==> src/hdl/smpu_pkg.sv <==
package smpu_pkg;

	localparam int CORDIC_STEPS = 30;
	localparam int PRE_SHIFT = 16;
	localparam int Z_W = 34;
	localparam int CFG_IDX_W = 3;
	localparam int CFG_DATA_W = 17;

	localparam longint Q30_PI = 64'sd3373259426;
	localparam longint Q30_HALF_PI = 64'sd1686629713;

	localparam logic [CFG_IDX_W-1:0] REG_PHASE_MODE = 3'd0;
	localparam logic [CFG_IDX_W-1:0] REG_UNWRAP_ENABLE = 3'd1;
	localparam logic [CFG_IDX_W-1:0] REG_CENTER_SHIFT = 3'd2;
	localparam logic [CFG_IDX_W-1:0] REG_FRAME_LENGTH = 3'd3;

	typedef logic signed [Z_W-1:0] angle_t;

	localparam angle_t Z_HALF_PI = angle_t'(Q30_HALF_PI);

	typedef struct packed {
		logic busy;
		logic done;
	} unit_stat_t;

	// arctan(2^-i) in Q30
	function automatic angle_t atan_q30(input logic [4:0] idx);
		angle_t r;
		case (idx)
			5'd0: r = 34'sd843314857;
			5'd1: r = 34'sd497837829;
			5'd2: r = 34'sd263043837;
			5'd3: r = 34'sd133525159;
			5'd4: r = 34'sd67021687;
			5'd5: r = 34'sd33543516;
			5'd6: r = 34'sd16775851;
			5'd7: r = 34'sd8388437;
			5'd8: r = 34'sd4194283;
			5'd9: r = 34'sd2097149;
			5'd10: r = 34'sd1048576;
			5'd11: r = 34'sd524288;
			5'd12: r = 34'sd262144;
			5'd13: r = 34'sd131072;
			5'd14: r = 34'sd65536;
			5'd15: r = 34'sd32768;
			5'd16: r = 34'sd16384;
			5'd17: r = 34'sd8192;
			5'd18: r = 34'sd4096;
			5'd19: r = 34'sd2048;
			5'd20: r = 34'sd1024;
			5'd21: r = 34'sd512;
			5'd22: r = 34'sd256;
			5'd23: r = 34'sd128;
			5'd24: r = 34'sd64;
			5'd25: r = 34'sd32;
			5'd26: r = 34'sd16;
			5'd27: r = 34'sd8;
			5'd28: r = 34'sd4;
			5'd29: r = 34'sd2;
			default: r = '0;
		endcase
		return r;
	endfunction

endpackage

==> src/hdl/smpu_cordic.sv <==
module smpu_cordic import smpu_pkg::*; #(
	parameter int SAMPLE_BITS = 24
) (
	input  logic                   clk,
	input  logic                   arst_n,
	input  logic                   start,
	input  logic [SAMPLE_BITS-1:0] re,
	input  logic [SAMPLE_BITS-1:0] im,
	output unit_stat_t             stat,
	output angle_t                 angle
);

	localparam int XW = SAMPLE_BITS + PRE_SHIFT + 2;

	typedef enum logic [1:0] {C_IDLE, C_ITER, C_DONE} cstate_t;

	cstate_t state_q;
	logic [4:0] step_q;
	logic signed [XW-1:0] x_q, y_q, xe, ye, dx, dy;
	angle_t z_q;

	always_comb begin
		xe = {{2{re[SAMPLE_BITS-1]}}, re, {PRE_SHIFT{1'b0}}};
		ye = {{2{im[SAMPLE_BITS-1]}}, im, {PRE_SHIFT{1'b0}}};
		dx = y_q >>> step_q;
		dy = x_q >>> step_q;
	end

	always_ff @(posedge clk or negedge arst_n) begin
		if (!arst_n) begin
			state_q <= C_IDLE;
			step_q <= '0;
		end else begin
			case (state_q)
				C_IDLE, C_DONE: begin
					if (start) begin
						state_q <= C_ITER;
						step_q <= '0;
					end
				end
				C_ITER: begin
					step_q <= step_q + 5'd1;
					if (step_q == 5'(CORDIC_STEPS - 1))
						state_q <= C_DONE;
				end
				default: state_q <= C_IDLE;
			endcase
		end
	end

	always_ff @(posedge clk) begin
		if (start && state_q != C_ITER) begin
			if (xe < 0) begin
				if (ye >= 0) begin
					x_q <= ye;
					y_q <= -xe;
					z_q <= Z_HALF_PI;
				end else begin
					x_q <= -ye;
					y_q <= xe;
					z_q <= -Z_HALF_PI;
				end
			end else begin
				x_q <= xe;
				y_q <= ye;
				z_q <= '0;
			end
		end else if (state_q == C_ITER) begin
			if (y_q > 0) begin
				x_q <= x_q + dx;
				y_q <= y_q - dy;
				z_q <= z_q + atan_q30(step_q);
			end else begin
				x_q <= x_q - dx;
				y_q <= y_q + dy;
				z_q <= z_q - atan_q30(step_q);
			end
		end
	end

	assign stat.busy = (state_q == C_ITER);
	assign stat.done = (state_q == C_DONE);
	assign angle = z_q;

endmodule

==> src/hdl/smpu_isqrt.sv <==
module smpu_isqrt import smpu_pkg::*; #(
	parameter int SAMPLE_BITS = 24
) (
	input  logic                   clk,
	input  logic                   arst_n,
	input  logic                   start,
	input  logic [SAMPLE_BITS-1:0] re,
	input  logic [SAMPLE_BITS-1:0] im,
	output unit_stat_t             stat,
	output logic [SAMPLE_BITS-1:0] root
);

	localparam int SQ_W = 2 * SAMPLE_BITS;
	localparam int RW = SAMPLE_BITS + 3;
	localparam int SCW = $clog2(SAMPLE_BITS);

	typedef enum logic [2:0] {M_IDLE, M_SQ_RE, M_SQ_IM, M_SUM, M_ROOT, M_DONE} mstate_t;

	mstate_t state_q;
	logic [SCW-1:0] cnt_q;
	logic signed [SAMPLE_BITS-1:0] re_q, im_q, mul_op;
	logic signed [SQ_W-1:0] sq;
	logic [SQ_W-1:0] prod_q, sum_q, n_q;
	logic [RW-1:0] rem_q, rem_sh, trial;
	logic [SAMPLE_BITS-1:0] root_q;

	always_comb begin
		mul_op = (state_q == M_SQ_RE) ? re_q : im_q;
		sq = mul_op * mul_op;
		rem_sh = {rem_q[RW-3:0], n_q[SQ_W-1 -: 2]};
		trial = {1'b0, root_q, 2'b01};
	end

	always_ff @(posedge clk or negedge arst_n) begin
		if (!arst_n) begin
			state_q <= M_IDLE;
			cnt_q <= '0;
		end else begin
			case (state_q)
				M_IDLE, M_DONE: begin
					if (start)
						state_q <= M_SQ_RE;
				end
				M_SQ_RE: state_q <= M_SQ_IM;
				M_SQ_IM: state_q <= M_SUM;
				M_SUM: begin
					state_q <= M_ROOT;
					cnt_q <= '0;
				end
				M_ROOT: begin
					cnt_q <= cnt_q + 1'b1;
					if (cnt_q == SCW'(SAMPLE_BITS - 1))
						state_q <= M_DONE;
				end
				default: state_q <= M_IDLE;
			endcase
		end
	end

	always_ff @(posedge clk) begin
		if (start && (state_q == M_IDLE || state_q == M_DONE)) begin
			re_q <= re;
			im_q <= im;
		end
		case (state_q)
			M_SQ_RE: prod_q <= SQ_W'(sq);
			M_SQ_IM: begin
				sum_q <= prod_q;
				prod_q <= SQ_W'(sq);
			end
			M_SUM: begin
				n_q <= sum_q + prod_q;
				rem_q <= '0;
				root_q <= '0;
			end
			M_ROOT: begin
				n_q <= n_q << 2;
				if (rem_sh >= trial) begin
					rem_q <= rem_sh - trial;
					root_q <= {root_q[SAMPLE_BITS-2:0], 1'b1};
				end else begin
					rem_q <= rem_sh;
					root_q <= {root_q[SAMPLE_BITS-2:0], 1'b0};
				end
			end
			default: ;
		endcase
	end

	assign stat.busy = (state_q != M_IDLE) && (state_q != M_DONE);
	assign stat.done = (state_q == M_DONE);
	assign root = root_q;

endmodule

==> src/hdl/spectrum_magnitude_phase_unwrap_top.sv <==
// Turns one complex spectrum bin into one plot point. An accepted bin is worked
// on by an iterative 30-step CORDIC for the angle and, alongside it, a squaring
// multiplier followed by a one-bit-per-cycle square root for the magnitude;
// once both units finish, the ROUND, WRAP and EMIT states round the angle, wrap
// the phase jump and update the saturating unwrap accumulator, and the block
// returns to IDLE. The block takes no new bin until it is back in IDLE, which
// waits on the CORDIC iteration count or the square-root digit loop, whichever
// ends later, and on the output register freeing up; in_ready is low meanwhile.
// A result waits in the output register while the next bin runs.
// Configuration writes belong between frames or while the block is idle.
module spectrum_magnitude_phase_unwrap_top import smpu_pkg::*; #(
	parameter int MAX_FRAME = 65536,
	parameter int SAMPLE_BITS = 24,
	parameter int PHASE_FRAC_BITS = 13
) (
	input  logic                   clk,
	input  logic                   arst_n,
	input  logic                   cfg_we,
	input  logic [CFG_IDX_W-1:0]   cfg_index,
	input  logic [CFG_DATA_W-1:0]  cfg_data,
	input  logic                   in_valid,
	output logic                   in_ready,
	input  logic [SAMPLE_BITS-1:0] real_part,
	input  logic [SAMPLE_BITS-1:0] imag_part,
	output logic                   out_valid,
	input  logic                   out_ready,
	output logic [17:0]            x_coord,
	output logic [31:0]            y_value,
	output logic                   frame_end
);

	localparam int RS = 30 - PHASE_FRAC_BITS;
	localparam int PW = PHASE_FRAC_BITS + 3;
	localparam int DW = PW + 2;
	localparam int CW = $clog2(MAX_FRAME);
	localparam longint PQ_L = (Q30_PI + (longint'(1) <<< (RS - 1))) >>> RS;
	localparam angle_t PQ_Z = angle_t'(PQ_L);
	localparam logic signed [DW-1:0] PQ_D = DW'(PQ_L);
	localparam logic signed [DW-1:0] TWO_PQ_D = DW'(2 * PQ_L);

	typedef enum logic [2:0] {S_IDLE, S_RUN, S_ROUND, S_WRAP, S_EMIT} state_t;

	state_t state_q;
	logic phase_mode_q, unwrap_q, shift_q;
	logic [CFG_DATA_W-1:0] frame_len_q, len_c;
	logic [CW-1:0] bin_cnt_q;
	logic signed [PW-1:0] prior_q, ph_q, ph_next;
	logic signed [31:0] acc_q, acc_sat;
	logic signed [DW-1:0] d_q, d_raw, d_wrap;
	logic signed [32:0] acc_sum;
	logic zero_q, start, last, load;
	logic [17:0] xc;
	logic [31:0] y_sel, mag_sat;
	angle_t angle, zr, zs, zc;
	logic [SAMPLE_BITS-1:0] root;
	unit_stat_t cstat, mstat;
	logic out_valid_q, frame_end_q;
	logic [17:0] x_coord_q;
	logic [31:0] y_value_q;

	assign in_ready = (state_q == S_IDLE);
	assign start = in_valid && in_ready;
	assign load = (state_q == S_EMIT) && (!out_valid_q || out_ready);

	smpu_cordic #(.SAMPLE_BITS(SAMPLE_BITS)) u_cordic (
		.clk(clk), .arst_n(arst_n), .start(start),
		.re(real_part), .im(imag_part), .stat(cstat), .angle(angle)
	);

	smpu_isqrt #(.SAMPLE_BITS(SAMPLE_BITS)) u_isqrt (
		.clk(clk), .arst_n(arst_n), .start(start),
		.re(real_part), .im(imag_part), .stat(mstat), .root(root)
	);

	always_comb begin
		if (frame_len_q < CFG_DATA_W'(2))
			len_c = CFG_DATA_W'(2);
		else if (frame_len_q > CFG_DATA_W'(MAX_FRAME))
			len_c = CFG_DATA_W'(MAX_FRAME);
		else
			len_c = frame_len_q;
		last = CFG_DATA_W'(bin_cnt_q) >= (len_c - CFG_DATA_W'(1));
		xc = 18'(bin_cnt_q) + 18'd1 - (shift_q ? 18'(len_c >> 1) : 18'd0);

		// round half up, clamp to +-pi
		zr = angle + (angle_t'(1) <<< (RS - 1));
		zs = zr >>> RS;
		if (zs > PQ_Z)
			zc = PQ_Z;
		else if (zs < -PQ_Z)
			zc = -PQ_Z;
		else
			zc = zs;
		ph_next = zero_q ? '0 : PW'(zc);

		d_raw = DW'(ph_q) - DW'(prior_q);
		if (d_raw > PQ_D)
			d_wrap = d_raw - TWO_PQ_D;
		else if (d_raw < -PQ_D)
			d_wrap = d_raw + TWO_PQ_D;
		else
			d_wrap = d_raw;

		if (bin_cnt_q == '0)
			acc_sum = 33'(ph_q);
		else
			acc_sum = 33'(acc_q) + 33'(d_q);
		if (acc_sum > 33'sh0_7FFF_FFFF)
			acc_sat = 32'sh7FFF_FFFF;
		else if (acc_sum < -33'sh0_8000_0000)
			acc_sat = 32'sh8000_0000;
		else
			acc_sat = 32'(acc_sum);

		if (33'(root) > 33'h0_7FFF_FFFF)
			mag_sat = 32'h7FFF_FFFF;
		else
			mag_sat = 32'(root);

		if (phase_mode_q)
			y_sel = unwrap_q ? acc_sat : 32'(ph_q);
		else
			y_sel = mag_sat;
	end

	always_ff @(posedge clk or negedge arst_n) begin
		if (!arst_n) begin
			phase_mode_q <= 1'b0;
			unwrap_q <= 1'b0;
			shift_q <= 1'b0;
			frame_len_q <= CFG_DATA_W'(1024);
		end else if (cfg_we) begin
			case (cfg_index)
				REG_PHASE_MODE: phase_mode_q <= cfg_data[0];
				REG_UNWRAP_ENABLE: unwrap_q <= cfg_data[0];
				REG_CENTER_SHIFT: shift_q <= cfg_data[0];
				REG_FRAME_LENGTH: frame_len_q <= cfg_data;
				default: ;
			endcase
		end
	end

	always_ff @(posedge clk or negedge arst_n) begin
		if (!arst_n) begin
			state_q <= S_IDLE;
			bin_cnt_q <= '0;
			prior_q <= '0;
			acc_q <= '0;
			out_valid_q <= 1'b0;
		end else begin
			if (load)
				out_valid_q <= 1'b1;
			else if (out_ready)
				out_valid_q <= 1'b0;
			case (state_q)
				S_IDLE: begin
					if (start)
						state_q <= S_RUN;
				end
				S_RUN: begin
					if (cstat.done && mstat.done)
						state_q <= S_ROUND;
				end
				S_ROUND: state_q <= S_WRAP;
				S_WRAP: state_q <= S_EMIT;
				S_EMIT: begin
					if (load) begin
						state_q <= S_IDLE;
						prior_q <= ph_q;
						acc_q <= acc_sat;
						bin_cnt_q <= last ? '0 : bin_cnt_q + 1'b1;
					end
				end
				default: state_q <= S_IDLE;
			endcase
		end
	end

	always_ff @(posedge clk) begin
		if (start)
			zero_q <= (real_part == '0) && (imag_part == '0);
		if (state_q == S_ROUND)
			ph_q <= ph_next;
		if (state_q == S_WRAP)
			d_q <= d_wrap;
		if (load) begin
			x_coord_q <= xc;
			y_value_q <= y_sel;
			frame_end_q <= last;
		end
	end

	assign out_valid = out_valid_q;
	assign x_coord = x_coord_q;
	assign y_value = y_value_q;
	assign frame_end = frame_end_q;

`ifndef SYNTHESIS
	a_busy_after_transfer: assert property (@(posedge clk) disable iff (!arst_n)
		in_valid && in_ready |=> !in_ready)
		else $error("input taken while a bin is in work");

	a_units_block_input: assert property (@(posedge clk) disable iff (!arst_n)
		(cstat.busy || mstat.busy) |-> !in_ready)
		else $error("ready while an arithmetic unit is busy");

	a_frame_end_restarts: assert property (@(posedge clk) disable iff (!arst_n)
		out_valid && frame_end |-> bin_cnt_q == '0)
		else $error("bin counter not restarted after last bin");
`endif

endmodule
==> config.mk <==
export PLATFORM = sky130hd
export DESIGN_NAME = spectrum_magnitude_phase_unwrap_top
export DESIGN_NICKNAME = d
export VERILOG_FILES = /design/src/hdl/smpu_pkg.sv /design/src/hdl/smpu_cordic.sv /design/src/hdl/smpu_isqrt.sv /design/src/hdl/spectrum_magnitude_phase_unwrap_top.sv
export SDC_FILE = /design/constraint.sdc
export NUM_CORES = 2
export LEC_CHECK = 0
export ABC_AREA = 1
export BUFFER_PORTS_ARGS = -buffer_cell sky130_fd_sc_hd__buf_2
export CORE_MARGIN = 2
export CORE_UTILIZATION = 55
export CTS_BUF_LIST = sky130_fd_sc_hd__clkbuf_16
export CTS_CLUSTER_SIZE = 24
export DETAILED_ROUTE_END_ITERATION = 10
export GPL_TIMING_DRIVEN = 0
export PLACE_DENSITY_LB_ADDON = 0.05
export SLEW_MARGIN = 40
export SYNTH_ARGS = -nofsm -noshare
export SYNTH_HDL_FRONTEND = slang
export SYNTH_SLANG_ARGS = --single-unit
==> constraint.sdc <==
create_clock -name clk -period 15 [get_ports clk]
set_input_delay 1.5 -clock clk [delete_from_list [all_inputs] [get_ports clk]]
set_output_delay 1.5 -clock clk [all_outputs]
set_load 0.005 [all_outputs]
# Word level (Yosys, flattened, before mapping)
# Memories as Yosys holds them, arrays and structs flattened.
# Index checks and enable logic that the tools add are counted.
[classes]
add_sub_neg = 21
mul = 1
n_lt_le_gt_ge = 13
n_eq_ne = 24
shift = 2
n_mux = 54
n_reduce_logical = 34
[ops]
columns = ["op", "count"]
rows = [
  ["42-bit 2-to-1 mux", 10],
  ["34-bit 2-to-1 mux", 11],
  ["32-bit 2-to-1 mux", 3],
  ["48-bit one-hot mux with 2 select lines", 1],
  ["42-bit adder", 2],
  ["40-bit negation with 42-bit output", 2],
  ["42-bit by 5-bit >>> shifter with 42-bit output", 2],
  ["42-bit subtractor", 2],
  ["25-bit one-hot mux with 2 select lines", 1],
  ["48-bit adder", 1],
  ["24-bit logical NOT", 2],
  ["24-bit by 24-bit multiplier with 48-bit output", 1],
  ["16-bit 2-to-1 mux", 3],
  ["24-bit 2-to-1 mux", 2],
  ["24-bit one-hot mux with 2 select lines", 1],
  ["42-bit by 1-bit > comparator with 1-bit output, second input constant", 1],
  ["40-bit by 1-bit >= comparator with 1-bit output, second input constant", 1],
  ["40-bit by 1-bit < comparator with 1-bit output, second input constant", 1],
  ["18-bit 2-to-1 mux", 2],
  ["34-bit by 18-bit adder with 34-bit output, second input constant", 1],
  ["34-bit adder", 1],
  ["17-bit by 16-bit > comparator with 1-bit output, second input constant", 2],
  ["17-bit by 16-bit < comparator with 1-bit output, second input constant", 2],
  ["17-bit 2-to-1 mux", 2],
  ["46 further kinds", 92],
]
[totals]
ff_bits = 548
mem_bits_ro = 1920
input_bits = 73
out_inout_bits = 53
wordCells = 183
mem_count = 2
[memory_table]
columns = ["memory", "depth", "width", "read_ports", "rd_ports_with_merged_regs", "write_ports", "line", "text"]
rows = [
  ["(name not given)", 32, 30, 1, 0, 0, "smpu_pkg.sv:29", "case (idx)"],
  ["(name not given)", 32, 30, 1, 0, 0, "smpu_pkg.sv:29", ""],
]

# Depth between registers and ports, before layout
[depth]
depth_word = 8
mapped_depth = 39
ltp_nobuf = 36

# Modules after synthesis
# Synthesis repeated with hierarchy kept, for this count alone.
[unflattened]
cells_unflattened = 9877
area_unflattened_um2 = 70416.3
[by_module_without_submodules]
columns = ["module", "instances", "cells_each", "area_per_inst_um2", "seq_area_each_um2"]
rows = [
  ["smpu_isqrt", 1, 4243, 35028.6, 7377.1],
  ["smpu_cordic", 1, 3595, 21207.8, 3718.6],
  ["spectrum_magnitude_phase_unwrap_top", 1, 2039, 14179.8, 4785.8],
]

# Worst setup path before layout
# Ideal clock, no wire load.
[synth_path]
kind = "register to register"
startpoint = "register u_isqrt.state_q[0]"
endpoint = "register u_isqrt.prod_q[46], data pin"
setup_time_ps = 264
t_arrival_ps = 7617
required_time_ps = 14736
slack_ps = 7120
stages_incl_launch_ff = 33
cell_sequence = "dfrtp_1 -> inv_1 -> nor2_1 -> nand2_1 -> clkbuf_1 -> o21ai_1 -> clkinv_1 -> clkbuf_1 -> nor2_1 -> inv_1 -> fa_1 -> inv_1 -> fa_1 -> fa_1 -> inv_1 -> fa_1 -> inv_1 -> fa_1 -> fa_1 -> inv_1 -> fa_1 -> inv_1 -> ha_1 -> nand2_1 -> nor2_1 -> nand4_1 -> o21ai_0 -> a21oi_1 -> o21ai_0 -> a21oi_1 -> o21bai_1 -> a31oi_1 -> xor2_1"
[synth_between]
elab_chain_len = 3
[synth_rtl]
columns = ["item", "line", "text"]
rows = [
  ["start: declaration", "smpu_isqrt.sv:19", "mstate_t state_q;"],
  ["start signal: assignment", "smpu_isqrt.sv:36", "state_q <= M_IDLE;"],
  ["start signal: assignment", "smpu_isqrt.sv:42", "state_q <= M_SQ_RE;"],
  ["start signal: assignment", "smpu_isqrt.sv:44", "M_SQ_RE: state_q <= M_SQ_IM;"],
  ["3-bit by 1-bit == test with 1-bit output", "smpu_isqrt.sv:28", "mul_op = (state_q == M_SQ_RE) ? re_q : im_q;"],
  ["24-bit 2-to-1 mux", "smpu_isqrt.sv:28", ""],
  ["24-bit by 24-bit multiplier with 48-bit output", "smpu_isqrt.sv:29", "sq = mul_op * mul_op;"],
  ["net u_isqrt.sq[46]", "smpu_isqrt.sv:22", "logic signed [SQ_W-1:0] sq;"],
  ["end signal: assignment", "smpu_isqrt.sv:66", "M_SQ_RE: prod_q <= SQ_W'(sq);"],
  ["end signal: assignment", "smpu_isqrt.sv:69", "prod_q <= SQ_W'(sq);"],
  ["end: declaration", "smpu_isqrt.sv:23", "logic [SQ_W-1:0] prod_q, sum_q, n_q;"],
]
# The timed path passes the listed nets, and every way through them passes these cells.
# A chain may end at the register's enable or synchronous reset.

# Worst setup path in the final report
# Same ends and word-level chain as after synthesis.

==> impl_metrics.csv <==
group,metric,value,unit
grt,overflow,0,
cts,postCtsHoldBufs,0,
routing,wl_per_cell,21.58,um
cts,clk_pin_slew_worst_paths,0.06,ns
die,die_x,352.9,um
run_status,status,"complete, no violations",
layout,fillers,11310,
routing,first_pass_iters,8,
job,cap_violations,0,
sta,clock_skew,0.03795,ns
worst_setup_path,crit_type,"reg -> reg",
placed_design,place_congestion,1.032,
layout,drive_gt1_share,6.246,%
sta,fmax,92.10,MHz
routing,ant_nets,0,
cts,clock_path_buffers,3,
logic_synthesis,yosysWarnings,0,
cts,cts_buffers,68,
logic_synthesis,synth_nets,10000,
cts,cts_tree,"done",
grt,antenna_found_initial,4,
routing,drtIter0Drc,6514,
worst_hold_path,hold_class,"reg -> reg",
logic_synthesis,ys_top_cells_by_count,"nand2_1 (2,044), inv_1 (1,569), nor2_1 (845)",
grt,grtUsageTotal,37.01,%
routing,avgViaCountPerCell,5.739,
sta,drv_slew,0,
die,start_util,55.23,%
routing,vias,62080,
worst_setup_path,max_stage_delay,0.71,ns
placed_design,io_buffers,125,
logic_synthesis,syn_avg_cell_area,7.509,um2
cts,insertion_delay,0.69,ns
logic_synthesis,ys_top_cells_by_area,"edfxtp_1 (20%), fa_1 (17%), nand2_1 (11%), inv_1 (8.8%), ha_1 (8.3%)",
worst_setup_path,start_kind,"register",
grt,grt_pass1_vias,60520,
layout,area_growth,8.121,%
worst_setup_path,crit_arrival,11.28,ns
sta,tightestPinTransition,0.9621,ns
worst_setup_path,cp_max_fo,10,
die,num_rows,128,
die,die_h,352.9,um
die,dieArea,0.1245,mm2
sta,finalCritPeriodShare,72.38,%
die,io_pins,126,
sta,layout_min_cycle_time,10.86,ns
cts,post_cts.repair.setup_buffers,0,
worst_setup_path,worstSetupEndpointType,"register",
worst_setup_path,critPathSlowestCell,"clkbuf_1",
worst_setup_path,path_buf_inv,10,
logic_synthesis,synth.most_common_cell,"nand2_1",
sta,finalSetupViolations,0,
logic_synthesis,synth_edf_count,443,
logic_synthesis,syn_area,0.06696,mm2
logic_synthesis,yosysTopAreaCell,"edfxtp_1",
sta,finalSetupTns,0,ns
logic_synthesis,synthesis.instances,8917,
cts,htree_levels,3,
sta,timing.slew.headroom,35.86,%
layout,ff_latch_area,0.01588,mm2
worst_setup_path,crit_family,"adder cells",
logic_synthesis,synth.top_cell.area_share,19.87,%
sta,grt_setup_unrepaired,"no",
grt,grt_pass1_wl,353300,um
die,core_area,0.1212,mm2
placed_design,dp_hpwl,193400,um
grt,grt_start_max_net_pins,54,
logic_synthesis,synth-main-ff-cell,"edfxtp_1",
logic_synthesis,async_flop_share,18.86,%
worst_setup_path,worst_ep_required_time,15.42,ns
layout,nNetsFinal,10220,
routing,drt_wl_total,233400,um
cts,ctsResizeCount,0,
logic_synthesis,ys_ff_latch,546,
cts,root_buffer,"clkbuf_16",
cts,cts_sinks,546,
sta,hold_violations,0,
logic_synthesis,ys_seq_area_share,23.72,%
routing,drc_errors,0,
layout,multi_input_area,0.04403,mm2
logic_synthesis,synth_cell_types,78,
## sequential cells by signal (all words and copies together) (netlist names), 5 cells and up
signal / flops
prior_q: 16
ph_q: 16
u_cordic.y_q: 42
bin_cnt_q: 16
d_q: 18
u_isqrt.cnt_q: 5
y_value: 32
u_cordic.x_q: 42
u_isqrt.rem_q: 25
u_isqrt.prod_q: 47
u_isqrt.re_q: 24
u_isqrt.sum_q: 47
frame_len_q: 17
x_coord: 18
u_cordic.angle: 34
acc_q: 32
u_isqrt.n_q: 48
u_isqrt.im_q: 24
u_isqrt.root: 24
u_cordic.step_q: 5
## final timing paths
path | from | end | slack [ns] | cells after the start
max | u_isqrt.state_q[0] | u_isqrt.prod_q[46] | 4.14 | 33
min | u_isqrt.prod_q[32] | u_isqrt.sum_q[32] | 0.46 | 0
max reg2reg | u_isqrt.state_q[0] | u_isqrt.prod_q[46] | 4.14 | 33
min reg2reg | u_isqrt.prod_q[32] | u_isqrt.sum_q[32] | 0.46 | 0
max in group asynchronous | arst_n | prior_q[15] | 13.60 | 2
min in group asynchronous | arst_n | shift_q | 0.74 | 1
## worst register-to-register path: cells and delay by family, from the launching register on
family                   cells  cell delay [ns]
AO/OA/AOI/OAI                7             1.98
flip-flops                   1             0.48
AND/OR/NAND/NOR              7             1.36
XOR/XNOR                     1             0.16
adder cells (fa/ha/maj)      8             4.14
buffers and inverters       10             2.47
## per-layer routing
| layer | global-route usage, % | part of all wire (%) | up-vias |
|---|---|---|---|
| met5 | 0 | 0 | - |
| met2 | 58.66 | 45 | 2920 |
| li1 | - | - | 29170 |
| met1 | 49.75 | 41 | 29460 |
| met3 | 7.659 | 9.4 | 533 |
| met4 | 14.74 | 4.5 | 0 |
## layout by cell type (no fill, tap or decap), types with 35 or more instances in the layout
cell type | netlist | layout
fa_1 | 570 | 570
nor3_1 | 99 | 97
nand4_1 | 74 | 74
nand2_1 | 2044 | 2042
o211ai_1 | 45 | 45
xor2_1 | 209 | 209
inv_1 | 1569 | 1578
nor2_1 | 845 | 843
clkbuf_16 | 0 | 68
clkbuf_1 | 137 | 120
xnor2_1 | 109 | 109
nand3_1 | 305 | 305
dfrtp_1 | 102 | 102
o21a_1 | 45 | 45
ha_1 | 443 | 442
a31oi_1 | 93 | 93
mux2i_1 | 35 | 35
a21oi_1 | 551 | 551
o21ai_0 | 512 | 503
o21ai_1 | 161 | 155
edfxtp_1 | 443 | 443
buf_2 | 48 | 185
## through the flow
step	setup WS (ns)	instance area, um2	utilization (%)	hold slack [ns]	std cells
detailed placement	4.458	70030	57.77	0.4482	10690
finish	4.143	72390	59.71	0.4551	10820
global route	3.694	72390	59.71	0.4743	10820
floorplan	7.120	66960	-	0.4307	8917
CTS	4.435	72350	59.68	0.4622	10810
global placement	4.362	69610	57.42	0.4454	10670
## cells by family after synthesis
logic type,Yosys count,synth area share (%)
AO/OA/AOI/OAI,1607,13.53
XOR/XNOR,322,4.257
adder cells (fa/ha/maj),1013,25.32
buffers and inverters,1843,10.70
flip-flops,546,23.72
multiplexers,49,0.7587
AND/OR/NAND/NOR,3537,21.71
## area by class of cell
type,instances,share of cell area [%]
Tap cell,1625,2.809
Buffer,236,1.604
Multi-Input combinational cell,6528,60.82
Clock buffer,68,2.351
Timing Repair Buffer,150,1.288
Inverter,1607,8.332
Antenna cell,2,0.006913
Sequential cell,546,21.94
Clock inverter,55,0.8486
Power is not shown: default switching activity piles up to over one toggle a cycle in this logic, so the estimate is an artifact.
